==> config.mk <==
export PLATFORM = sky130hd
export DESIGN_NAME = mm_ram
export DESIGN_NICKNAME = d
export VERILOG_FILES = /design/src/matrix_multiply_core_defines.svh /design/src/mm_ram.sv
export SDC_FILE = /design/constraint.sdc
export NUM_CORES = 2
export LEC_CHECK = 0
export ABC_AREA = 1
export BUFFER_PORTS_ARGS = -buffer_cell sky130_fd_sc_hd__buf_2
export CAP_MARGIN = 20
export CORE_ASPECT_RATIO = 0.7
export CORE_MARGIN = 8
export CORE_UTILIZATION = 35
export DETAILED_ROUTE_END_ITERATION = 6
export HOLD_SLACK_MARGIN = 0.12
export PLACE_DENSITY = 0.58
export SYNTH_ARGS = -nofsm -noshare
export SYNTH_HDL_FRONTEND = slang
export SYNTH_SLANG_ARGS = --single-unit
==> constraint.sdc <==
create_clock -name clock -period 5.3 [get_ports clock]
set_clock_uncertainty 0.1 [all_clocks]
set_input_delay 1.06 -clock clock [delete_from_list [all_inputs] [get_ports clock]]
set_output_delay 1.06 -clock clock [all_outputs]
set_load 0.005 [all_outputs]
==> src/matrix_multiply_core_defines.svh <==
// ----------------------------------------------------------------------------
// matrix multiply core assertion macros
// shared concurrent assertion forms, clocked on clock and disabled in reset
// ----------------------------------------------------------------------------
`ifndef MATRIX_MULTIPLY_CORE_DEFINES_SVH
`define MATRIX_MULTIPLY_CORE_DEFINES_SVH

// antecedent implies consequent in the same cycle
`define MM_ASSERT_SAME(label, ante, cons, msg) \
   label: assert property (@(posedge clock) disable iff (reset) (ante) |-> (cons)) \
      else $error(msg);

// antecedent implies consequent in the next cycle
`define MM_ASSERT_NEXT(label, ante, cons, msg) \
   label: assert property (@(posedge clock) disable iff (reset) (ante) |=> (cons)) \
      else $error(msg);

`endif

==> src/mm_ram.sv <==
// ----------------------------------------------------------------------------
// mm_ram
// generic single-write, single-read ram with registered read data
// ----------------------------------------------------------------------------
module mm_ram #(
   parameter int WIDTH = 32,
   parameter int DEPTH = 64
) (
   input  logic                     clock,
   input  logic                     wr_en,
   input  logic [$clog2(DEPTH)-1:0] wr_addr,
   input  logic [WIDTH-1:0]         wr_data,
   input  logic [$clog2(DEPTH)-1:0] rd_addr,
   output logic [WIDTH-1:0]         rd_data
);

   logic [WIDTH-1:0] mem_ff [DEPTH];
   logic [WIDTH-1:0] rd_data_ff;

   always_ff @(posedge clock) begin
      if (wr_en) begin
         mem_ff[wr_addr] <= wr_data;
      end
      rd_data_ff <= mem_ff[rd_addr];
   end

   assign rd_data = rd_data_ff;

endmodule

==> results.md <==
- The total overflow left after global routing is 0.
- For this design the static power due to leakage is 32.09 nW.
- The fraction of final layout cells with drive strength greater than 1 is 8.259%.
- In this run the core area contains 149 standard-cell rows.
- The total cell area at the placement stage is 0.08713 mm².
- For the pin with the worst max-slew slack, the measured transition is 1.090 ns.
- For the final routed database, the setup TNS stands at 0 ns.
- The number of stages on the worst setup path is 11.
- The worst-skew pair later-pin latency is 0.84 ns.
- Once the clock tree was built, the resizer swapped 0 gates to a different size.
- After clock tree synthesis, the clock-pin slew on the worst setup and hold paths is 0.06 ns.
- The area of the core is 0.2353 mm².
- A synthesized cell averages approximately 12 µm².
- The number of detailed-route iterations in the first pass is 6.
- Timing would allow up to 280.3 MHz.
- The CTS buffer count is approximately 190.
- The vertical die dimension is 422.8 µm.
- The number of nets in the finished design is 6818.
- The starting utilization of the core area is a little over a third.
- The initial antenna violation count is 21.
- The number of buffers inserted for hold repair after clock tree synthesis is 0.
- The half-perimeter wire length after detailed placement is 130900 µm.
- The kind of cell with the highest combined delay on the critical path is buffers and inverters.
- The count of buffer and inverter cells on the critical path is 3.
- The clock sink total is 2080.
- The via count of the first global-routing pass is 50610.
- The number of port buffers is 77.
- Synthesis inferred 2080 register bits.
- VDD sags by at most 261.6 µV.
- The buffer count from post-CTS setup fixing is 0.
- The H-tree depth is 4.
- The critical path capture point type is a flip-flop.
- The post-layout instance area is 0.09294 mm².
- The synthesized net count is approximately 7000.
- The maximum fanout along the worst path is 151.
- The post-detailed-route wirelength per cell is 24.83 µm.
- The total of endpoints with negative setup slack in the final report is 0.
- The final weighted congestion in routability-driven placement is ~0.83.
- The detail route stage leaves a number of antenna-violating nets equal to 0.
- The type of the most critical hold path is input port to flip-flop.
- The first routing iteration left slightly above 7000 violations.
- The global-route wire length before repair is 361200 µm.
- Data arrives at the worst endpoint at 4.22 ns.
- The total count of max-transition violations in the final report is 0.
- The floorplan step defined a die boundary enclosing about 0.25 mm².
- The commonest non-fill, non-tap cell in the layout is sky130_fd_sc_hd__nand2_1.
- The post-layout total power is between 30 and 40 mW.
- At the worst endpoint, the required time is 5.95 ns.
- Yosys printed 0 warnings.
- For this design the ratio of total power to cell area is approximately 360 mW/mm².
- During I/O placement, the number of pins put on the boundary was 78.
- In the routed design, unresolved DRC markers number 0.
- The delay contributed by the slowest stage of the critical path is roughly 0.57 ns.
- The cell chosen for the clock root is sky130_fd_sc_hd__clkbuf_16.
- The run finished with clean final reports.
- The standard cell with the maximum stage delay on the critical path is sky130_fd_sc_hd__buf_4.
- The count of maximum capacitance violations is 0.
- The total wire length after detailed routing is 250600 µm.
- The critical path goes through buf_8 > buf_12 > buf_4 > nand2_1 > nand3_1 > nand3_1 > nand3_1 > nand3_1 > nand2_1 > nand2_1 > nand2_1.
- Detailed routing inserted a total of 53910 vias.
- The maximum root-to-sink buffer count is 4.
- Yosys mapped the design onto 16 distinct sky130hd cell types.
- The TritonCTS clock tree is done.
- The worst hold slack after final layout is 0.5946 ns.
- The mapped netlist covers around 0.083 mm².
- Sequential elements use roughly three quarters of the synthesized area.
- Across all setup checks in the final design, the least slack found is 1.732 ns.
- The worst path needs 3.568 ns of the cycle, external delays included.
- Counting instances, the worst hold path has a depth of 1.
- The final count of hold timing violations is 0.
- Measured along the x axis, the die boundary spans 597.1 µm.
- The layout filler cell count is 22200.
- Dividing the detail-routed via count by the number of cells gives 5.342.
- In the layout the commonest cells are sky130_fd_sc_hd__nand2_1, sky130_fd_sc_hd__edfxtp_1, sky130_fd_sc_hd__nand3_1.
- The setup path with the least slack is of type input port to flip-flop.
- Setup repair after global routing left no endpoint under its margin.
- The worst slack at placement is 1.007 ns.
- The area added between synthesis and finish is 12.33%.
- Headroom to the max-slew limit came out at 27.12%.
- The maximum number of pins on one net before global-route repair is 152.
- The depth of the most critical reg-to-reg path is 8.
- The cell count after synthesis came out at 6769.
- The final critical path takes up between 60% and 70% of the cycle.
- The global routing usage summed across all routing layers is 19.12%.
- The worst setup path is launched from an input port.
[cell usage after synthesis (all sizes together)]
master,number,area (µm²)
nand2,2248,8438
edfxtp,2048,61500
nand3,1907,9544
buf,372,1963
clkbuf,77,289.0
nor2,56,210.2
dfxtp,32,640.6
inv,12,47.55
nand4,9,56.30
nor4,8,50.05
[report_power, final]
| group | total, mW | internal, mW | switching, mW |
|---|---|---|---|
| Sequential | 18.3 | 18.2 | 0.0722 |
| Combinational | 2.16 | 0.497 | 1.66 |
| Clock | 13.3 | 7.33 | 5.99 |
[routing by layer]
| layer | vias to the layer above | wire length (µm) | global-route usage (%) |
|---|---|---|---|
| li1 | 24130 | - | - |
| met4 | 4 | 6380 | 4.820 |
| met3 | 359 | 25050 | 3.934 |
| met2 | 2551 | 108700 | 28.11 |
| met5 | - | 27 | 0 |
| met1 | 26860 | 110400 | 28.82 |
[cells by family (layout without fill, tap and decap cells)]
logic type | after synthesis | count (layout) | share of synthesized area (%)
buffers and inverters | 461 | 606 | 2.779
other | 0 | 7 | 0
AND/OR/NAND/NOR | 4228 | 4228 | 22.12
flip-flops | 2080 | 2080 | 75.10
[registers in the layout (all words and copies together) (netlist names)]
signal and cells:
mem_ff 2048, rd_data 32
[final timing paths]
kind	to	startpoint	slack (ns)
max	rd_data[10]$_DFF_P_	rd_addr[0]	1.73
min	mem_ff[33][2]$_DFFE_PP_	wr_data[2]	0.59
max reg2reg	rd_data[2]$_DFF_P_	mem_ff[49][2]$_DFFE_PP_	3.34
min reg2reg	rd_data[16]$_DFF_P_	mem_ff[5][16]$_DFFE_PP_	0.71
[metrics by stage]
step,utilization (%),cells
final,39.50,10090
after CTS,39.49,10080
after floorplan,-,6769
after global placement,37.03,9750
after detailed placement,37.03,9751
after global routing,39.50,10090
[cell type report]
type,instances,area (µm²),share of cell area [%]
sequential,2080,62140,66.86
multi-input combinational,4228,18770,20.20
clock buffer,240,5004,5.384
tap,3171,3968,4.269
timing repair buffer,261,2188,2.355
clock inverter,93,770.7,0.8293
inverter,12,82.58,0.08885
antenna,7,17.52,0.01885
Note: power is estimated with default switching activity, not from simulation.
