File: src/matrix_multiply_core_defines.svh
// ----------------------------------------------------------------------------
// matrix multiply core assertion macros
// shared concurrent assertion forms, clocked on clock and disabled in reset
// ----------------------------------------------------------------------------
`ifndef MATRIX_MULTIPLY_CORE_DEFINES_SVH
`define MATRIX_MULTIPLY_CORE_DEFINES_SVH

// antecedent implies consequent in the same cycle
`define MM_ASSERT_SAME(label, ante, cons, msg) \
   label: assert property (@(posedge clock) disable iff (reset) (ante) |-> (cons)) \
      else $error(msg);

// antecedent implies consequent in the next cycle
`define MM_ASSERT_NEXT(label, ante, cons, msg) \
   label: assert property (@(posedge clock) disable iff (reset) (ante) |=> (cons)) \
      else $error(msg);

`endif

File: src/mm_pkg.sv
// ----------------------------------------------------------------------------
// mm_pkg
// shared constants, payload types and helpers of the matrix multiply core
// ----------------------------------------------------------------------------
package mm_pkg;

   localparam int MAX_DIM   = 8;
   localparam int FRAC_BITS = 16;

   localparam int IDX_W   = $clog2(MAX_DIM);
   localparam int DIM_W   = $clog2(MAX_DIM + 1);
   localparam int ADDR_W  = $clog2(MAX_DIM * MAX_DIM);
   localparam int DEPTH   = MAX_DIM * MAX_DIM;
   localparam int DATA_W  = 32;
   localparam int PROD_W  = 2 * DATA_W;
   localparam int ACC_W   = PROD_W + $clog2(MAX_DIM) + 1;
   localparam int CFG_W   = 4;
   localparam int CSR_ADDR_W = 4;
   localparam int CSR_DATA_W = 32;

   // request codes
   localparam logic [1:0] REQ_LOAD_LEFT  = 2'd0;
   localparam logic [1:0] REQ_LOAD_RIGHT = 2'd1;
   localparam logic [1:0] REQ_COMPUTE    = 2'd2;

   // register indexes (word address)
   localparam logic [1:0] CSR_LEFT_ROWS  = 2'd0;
   localparam logic [1:0] CSR_INNER_SIZE = 2'd1;
   localparam logic [1:0] CSR_RIGHT_COLS = 2'd2;

   typedef struct packed {
      logic [1:0]              req_type;
      logic [2:0]              row_index;
      logic [2:0]              col_index;
      logic signed [DATA_W-1:0] elem_value;
   } mm_req_type;

   typedef struct packed {
      logic [2:0]              out_row;
      logic [2:0]              out_col;
      logic signed [DATA_W-1:0] out_value;
      logic                    overflow;
      logic                    last;
   } mm_rsp_type;

   // one inner-product step travelling with the operand reads
   typedef struct packed {
      logic             valid;
      logic             first;
      logic             last_k;
      logic             final_elem;
      logic [IDX_W-1:0] row;
      logic [IDX_W-1:0] col;
   } mm_step_type;

   function automatic logic [DIM_W-1:0] eff_size(input logic [CFG_W-1:0] v);
      logic [DIM_W-1:0] res;
      if (v == '0) begin
         res = DIM_W'(1);
      end else if (32'(v) > MAX_DIM) begin
         res = DIM_W'(MAX_DIM);
      end else begin
         res = DIM_W'(v);
      end
      return res;
   endfunction

   function automatic logic [ADDR_W-1:0] addr_of(input logic [IDX_W-1:0] r,
                                                 input logic [IDX_W-1:0] c);
      return ADDR_W'(r) * ADDR_W'(MAX_DIM) + ADDR_W'(c);
   endfunction

endpackage

File: src/mm_mac.sv
// ----------------------------------------------------------------------------
// mm_mac
// multiply, accumulate and saturate datapath, one inner step per cycle
// ----------------------------------------------------------------------------
module mm_mac (
   input  logic                           clock,
   input  logic                           reset,
   input  mm_pkg::mm_step_type            step,
   input  logic signed [mm_pkg::DATA_W-1:0] left_val,
   input  logic signed [mm_pkg::DATA_W-1:0] right_val,
   output logic                           rsp_strobe,
   output mm_pkg::mm_rsp_type             rsp_data
);

   mm_pkg::mm_step_type                     s1_step_ff, s2_step_ff;
   logic signed [mm_pkg::PROD_W-1:0]        prod_ff;
   logic signed [mm_pkg::ACC_W-1:0]         acc_ff, acc_in, prod_ext;
   logic signed [mm_pkg::ACC_W-1:0]         shifted;
   logic [mm_pkg::ACC_W-mm_pkg::DATA_W:0]   hi_bits;
   logic                                    fits;
   logic                                    rsp_strobe_ff;
   mm_pkg::mm_rsp_type                      rsp_data_ff, rsp_data_in;

   // stage 1: product register
   always_ff @(posedge clock) begin
      if (reset) begin
         s1_step_ff <= '0;
      end else begin
         s1_step_ff <= step;
      end
      prod_ff <= left_val * right_val;
   end

   assign prod_ext = {{(mm_pkg::ACC_W-mm_pkg::PROD_W){prod_ff[mm_pkg::PROD_W-1]}}, prod_ff};

   always_comb begin
      if (s1_step_ff.first) begin
         acc_in = prod_ext;
      end else begin
         acc_in = acc_ff + prod_ext;
      end
   end

   // stage 2: accumulator
   always_ff @(posedge clock) begin
      if (reset) begin
         s2_step_ff <= '0;
      end else begin
         s2_step_ff <= s1_step_ff;
      end
      if (s1_step_ff.valid) begin
         acc_ff <= acc_in;
      end
   end

   // floor shift then saturate to the result width
   assign shifted = acc_ff >>> mm_pkg::FRAC_BITS;
   assign hi_bits = shifted[mm_pkg::ACC_W-1:mm_pkg::DATA_W-1];
   assign fits    = (&hi_bits) | ~(|hi_bits);

   always_comb begin
      rsp_data_in.out_row = 3'(s2_step_ff.row);
      rsp_data_in.out_col = 3'(s2_step_ff.col);
      rsp_data_in.last    = s2_step_ff.final_elem;
      rsp_data_in.overflow = ~fits;
      if (fits) begin
         rsp_data_in.out_value = shifted[mm_pkg::DATA_W-1:0];
      end else if (acc_ff[mm_pkg::ACC_W-1]) begin
         rsp_data_in.out_value = {1'b1, {(mm_pkg::DATA_W-1){1'b0}}};
      end else begin
         rsp_data_in.out_value = {1'b0, {(mm_pkg::DATA_W-1){1'b1}}};
      end
   end

   // stage 3: result register
   always_ff @(posedge clock) begin
      if (reset) begin
         rsp_strobe_ff <= 1'b0;
      end else begin
         rsp_strobe_ff <= s2_step_ff.valid & s2_step_ff.last_k;
      end
      rsp_data_ff <= rsp_data_in;
   end

   assign rsp_strobe = rsp_strobe_ff;
   assign rsp_data   = rsp_data_ff;

endmodule

File: config.mk
export PLATFORM = sky130hd
export DESIGN_NAME = mm_mac
export DESIGN_NICKNAME = d
export VERILOG_FILES = /design/src/matrix_multiply_core_defines.svh /design/src/mm_pkg.sv /design/src/mm_mac.sv
export SDC_FILE = /design/constraint.sdc
export NUM_CORES = 2
export LEC_CHECK = 0
export BUFFER_PORTS_ARGS = -buffer_cell sky130_fd_sc_hd__buf_2
export CAP_MARGIN = 20
export CORE_UTILIZATION = 62
export CTS_CLUSTER_SIZE = 28
export DETAILED_ROUTE_END_ITERATION = 12
export PLACE_DENSITY_LB_ADDON = 0.05
export SYNTH_ARGS = -nofsm -noshare
export SYNTH_HDL_FRONTEND = slang
export SYNTH_SLANG_ARGS = --single-unit
File: constraint.sdc
create_clock -name clock -period 11.55 [get_ports clock]
set_clock_uncertainty 0.15 [all_clocks]
set_input_delay 2.31 -clock clock [delete_from_list [all_inputs] [get_ports clock]]
set_output_delay 2.31 -clock clock [all_outputs]
set_load 0.01 [all_outputs]
==> qor.csv <==
stage;metric;value;unit
routing;route.detailed.drc;0;
synthesis;seq_area_frac_synth;9.88;%
routing;wire_per_inst;21.0;um
floorplan;die_y;274;um
synthesis;synth-seq-cells;192;
setup_path;path_max_fanout;32;
floorplan;coreArea;73000;um^2
finish;final_common_cell;fa_1;
timing;max_slew_margin;34.0;%
floorplan;die_area;74900;um^2
timing;final.min_clock_period;9.99;ns
synthesis;netlist_instances;4844;
routing;via_per_inst;5.66;
floorplan;die_w;274;um
synthesis;yosys.area.top_type;fa_1;
global_routing;grt_pass1_wl;193000;um
setup_path;crit_type;input port to register;
setup_path;reg2regPathDepth;11;
global_routing;top_usage_layer;met2;
cts;cts_tree;done;
synthesis;synth_top_area_share;47.4;%
finish;syn2layout_area_growth;3.61;%
global_routing;grt_pass1_vias;34500;
routing;ant_nets;0;
setup_path;r2r-start;acc_ff[26];
timing;whs;0.177;ns
finish;final_cell_mix;1,083 x fa_1, 998 x inv_1, 621 x nand2_1, 529 x and2_1, 251 x ha_1;
floorplan;initial_core_util;62.7;%
cts;cts_hold_buf;0;
routing;first_pass_iters;6;
cts;cts_sinks;192;
worst_hold_path;hp-class;register to register;
setup_path;required;11.78;ns
cts;clkTransAtPathRegs;0.08;ns
synthesis;synthArstFlopShare;0;%
routing;drt-total-wl;120000;um
global_routing;antenna_found_initial;1;
finish;drive_gt1_share;4.49;%
placed_design;place.gp.congestion;0.919;
synthesis;ys_warn_count;0;
global_routing;grt_max_degree;72;
setup_path;critPathMaxStageDelay;0.67;ns
global_routing;grt_util_met2;51.0;%
cts;cts.path.max_buffers;2;
timing;rsz0062_at_grt;false;
floorplan;rows;99;
placed_design;hpwl;94100;um
cts;cts_buffers;17;
timing;fin_setup_tns;0;ns
placed_design;numPortBuffers;116;
timing;setup_viol;0;
global_routing;grt.met1_usage;49.8;%
finish;fillCellCount;6125;
synthesis;syn-cell-area;45800;um^2
synthesis;syn_avg_cell_area;9.45;um^2
setup_path;arrival;10.21;ns
synthesis;synth_nets;6254;
timing;final_max_slew_viol_count;0;
synthesis;synth_cell_types;81;
global_routing;use_met3;7.76;%
routing;drtIter0Drc;2447;
cts;clk-insertion-delay-late;0.45;ns
setup_path;path_cells;buf_2 > nand2_1 > inv_1 > fa_1 > fa_1 > inv_1 > fa_1 > fa_1 > inv_1 > fa_1 > fa_1 > fa_1 > fa_1 > ha_1 > a21o_1 > a21o_1 > o22ai_1 > nand2_1 > nor4b_2 > nor2_2 > a31o_2 > a21o_1 > a221oi_2 > xnor2_1;
routing;routed-via-count;32500;
setup_path;start_kind;input port;
global_routing;gr-usage-all-layers;33.8;%
status;outcome;finished, final reports clean;
timing;hold_violations;0;
timing;finalCritPeriodShare;86.5;%
timing;clock.fmax;0.100;GHz
synthesis;netlist_top_cells_area;fa_1 47%, inv_1 8.2%, and2_1 7.2%, ha_1 6.9%, dfxtp_1 5.4%;
synthesis;synth_edf_count;68;
synthesis;ys.flop_type;dfxtp_1;
worst_hold_path;worstHoldPathCells;0;
cts;cts_root_buf;clkbuf_16;
setup_path;crit_start;right_val[2];
worst_hold_path;hold_path_startpoint;rsp_data_in[35];
finish;nets;6166;
floorplan;io_pins;117;
cts;post_cts_buffers;0;
cts;cts.repair.resized;0;
flow_run;max_cap_viol_count;0;
setup_path;cpMostUsedCell;fa_1;
setup_path;critPathCaptureType;register;
global_routing;overflow;0;
timing;tightest_slew;0.990;ns
cts;cts_htree_levels;4;
setup_path;critPathSlowestCell;fa_1;
==> flip-flops by register name, indices dropped and copies added (netlist names) <==
signal       count
acc_ff          68
prod_ff         64
rsp_data        40
s1_step_ff      10
rsp_data_in      7
s2_step_ff       2
rsp_strobe       1
==> per-stage QoR <==
step | util [%] | std cells | cell area, um^2 | worst slack, ns
floorplan | - | 4844 | 45800 | 2.01
global placement | 64.1 | 5694 | 46800 | 1.22
detailed placement | 64.2 | 5696 | 46800 | 1.18
CTS | 65.0 | 5728 | 47400 | 1.65
global route | 65.0 | 5728 | 47400 | 1.24
finish | 65.0 | 5729 | 47400 | 1.56
==> Yosys cell counts (4+ instances only) <==
cell type and n:
nand2_1 621, or3_1 6, a21boi_0 7, o2111ai_1 5, fa_1 1083, o31ai_1 6
or2_2 4, ha_1 251, a21o_1 100, a211oi_1 15, nand4_1 28, inv_1 998
o21bai_1 16, and3_1 14, a221o_1 4, o21ai_0 119, a221oi_1 6, o21ai_1 11
o22ai_1 4, and2_1 529, a31oi_1 16, a311oi_1 5, nand2b_1 15, nor4_1 9
o21a_1 22, dfxtp_1 124, xor2_1 46, nand3_1 23, nor3_1 21, nor2b_1 32
xnor2_1 85, a211o_1 9, clkbuf_1 239, nor2_1 92, edfxtp_1 68, a21oi_1 128
o211ai_1 8
==> final timing paths <==
check,end,slack [ns]
min reg2reg,rsp_data[35],0.18
min,rsp_data[35],0.18
max reg2reg,acc_ff[66],7.64
max,prod_ff[61],1.56
==> critical path: cells and delay by family <==
family	cells	cell delay, ns
compound gates	6	1.35
xor+xnor	1	0.15
fa+ha+maj	9	4.69
buf+inv	4	0.82
simple gates	4	0.84
==> layout make-up <==
cell class | count | area (um^2) | area share (%)
multi-input combinational | 3407 | 36600 | 77.1
sequential | 192 | 4530 | 9.55
inverter | 998 | 3750 | 7.90
tap | 959 | 1200 | 2.53
timing repair buffer | 140 | 776 | 1.64
clock buffer | 17 | 425 | 0.897
clock inverter | 15 | 188 | 0.396
antenna | 1 | 2.50 | 0.00528
==> routing by layer <==
layer	vias up	share of wire (%)
li1	14400	-
met3	196	10
met5	-	0
met1	16400	44
met4	0	2.3
met2	1455	43
==> logic make-up (layout without fill, tap and decap cells) <==
family                   after synthesis  count (layout)  share of synthesized area [%]
AND/OR/NAND/NOR                     1412            1412                           15.4
adder cells (fa/ha/maj)             1334            1334                           54.2
buffers and inverters               1245            1170                           10.3
AO/OA/AOI/OAI                        524             524                           7.60
flip-flops                           192             192                           9.88
XOR/XNOR                             131             131                           2.51
multiplexers                           6               6                          0.139
other                                  0               1                              0
Power is left out: the tool's default activity adds up to more than one toggle a clock period on the data nets, which glitch-free logic cannot reach.
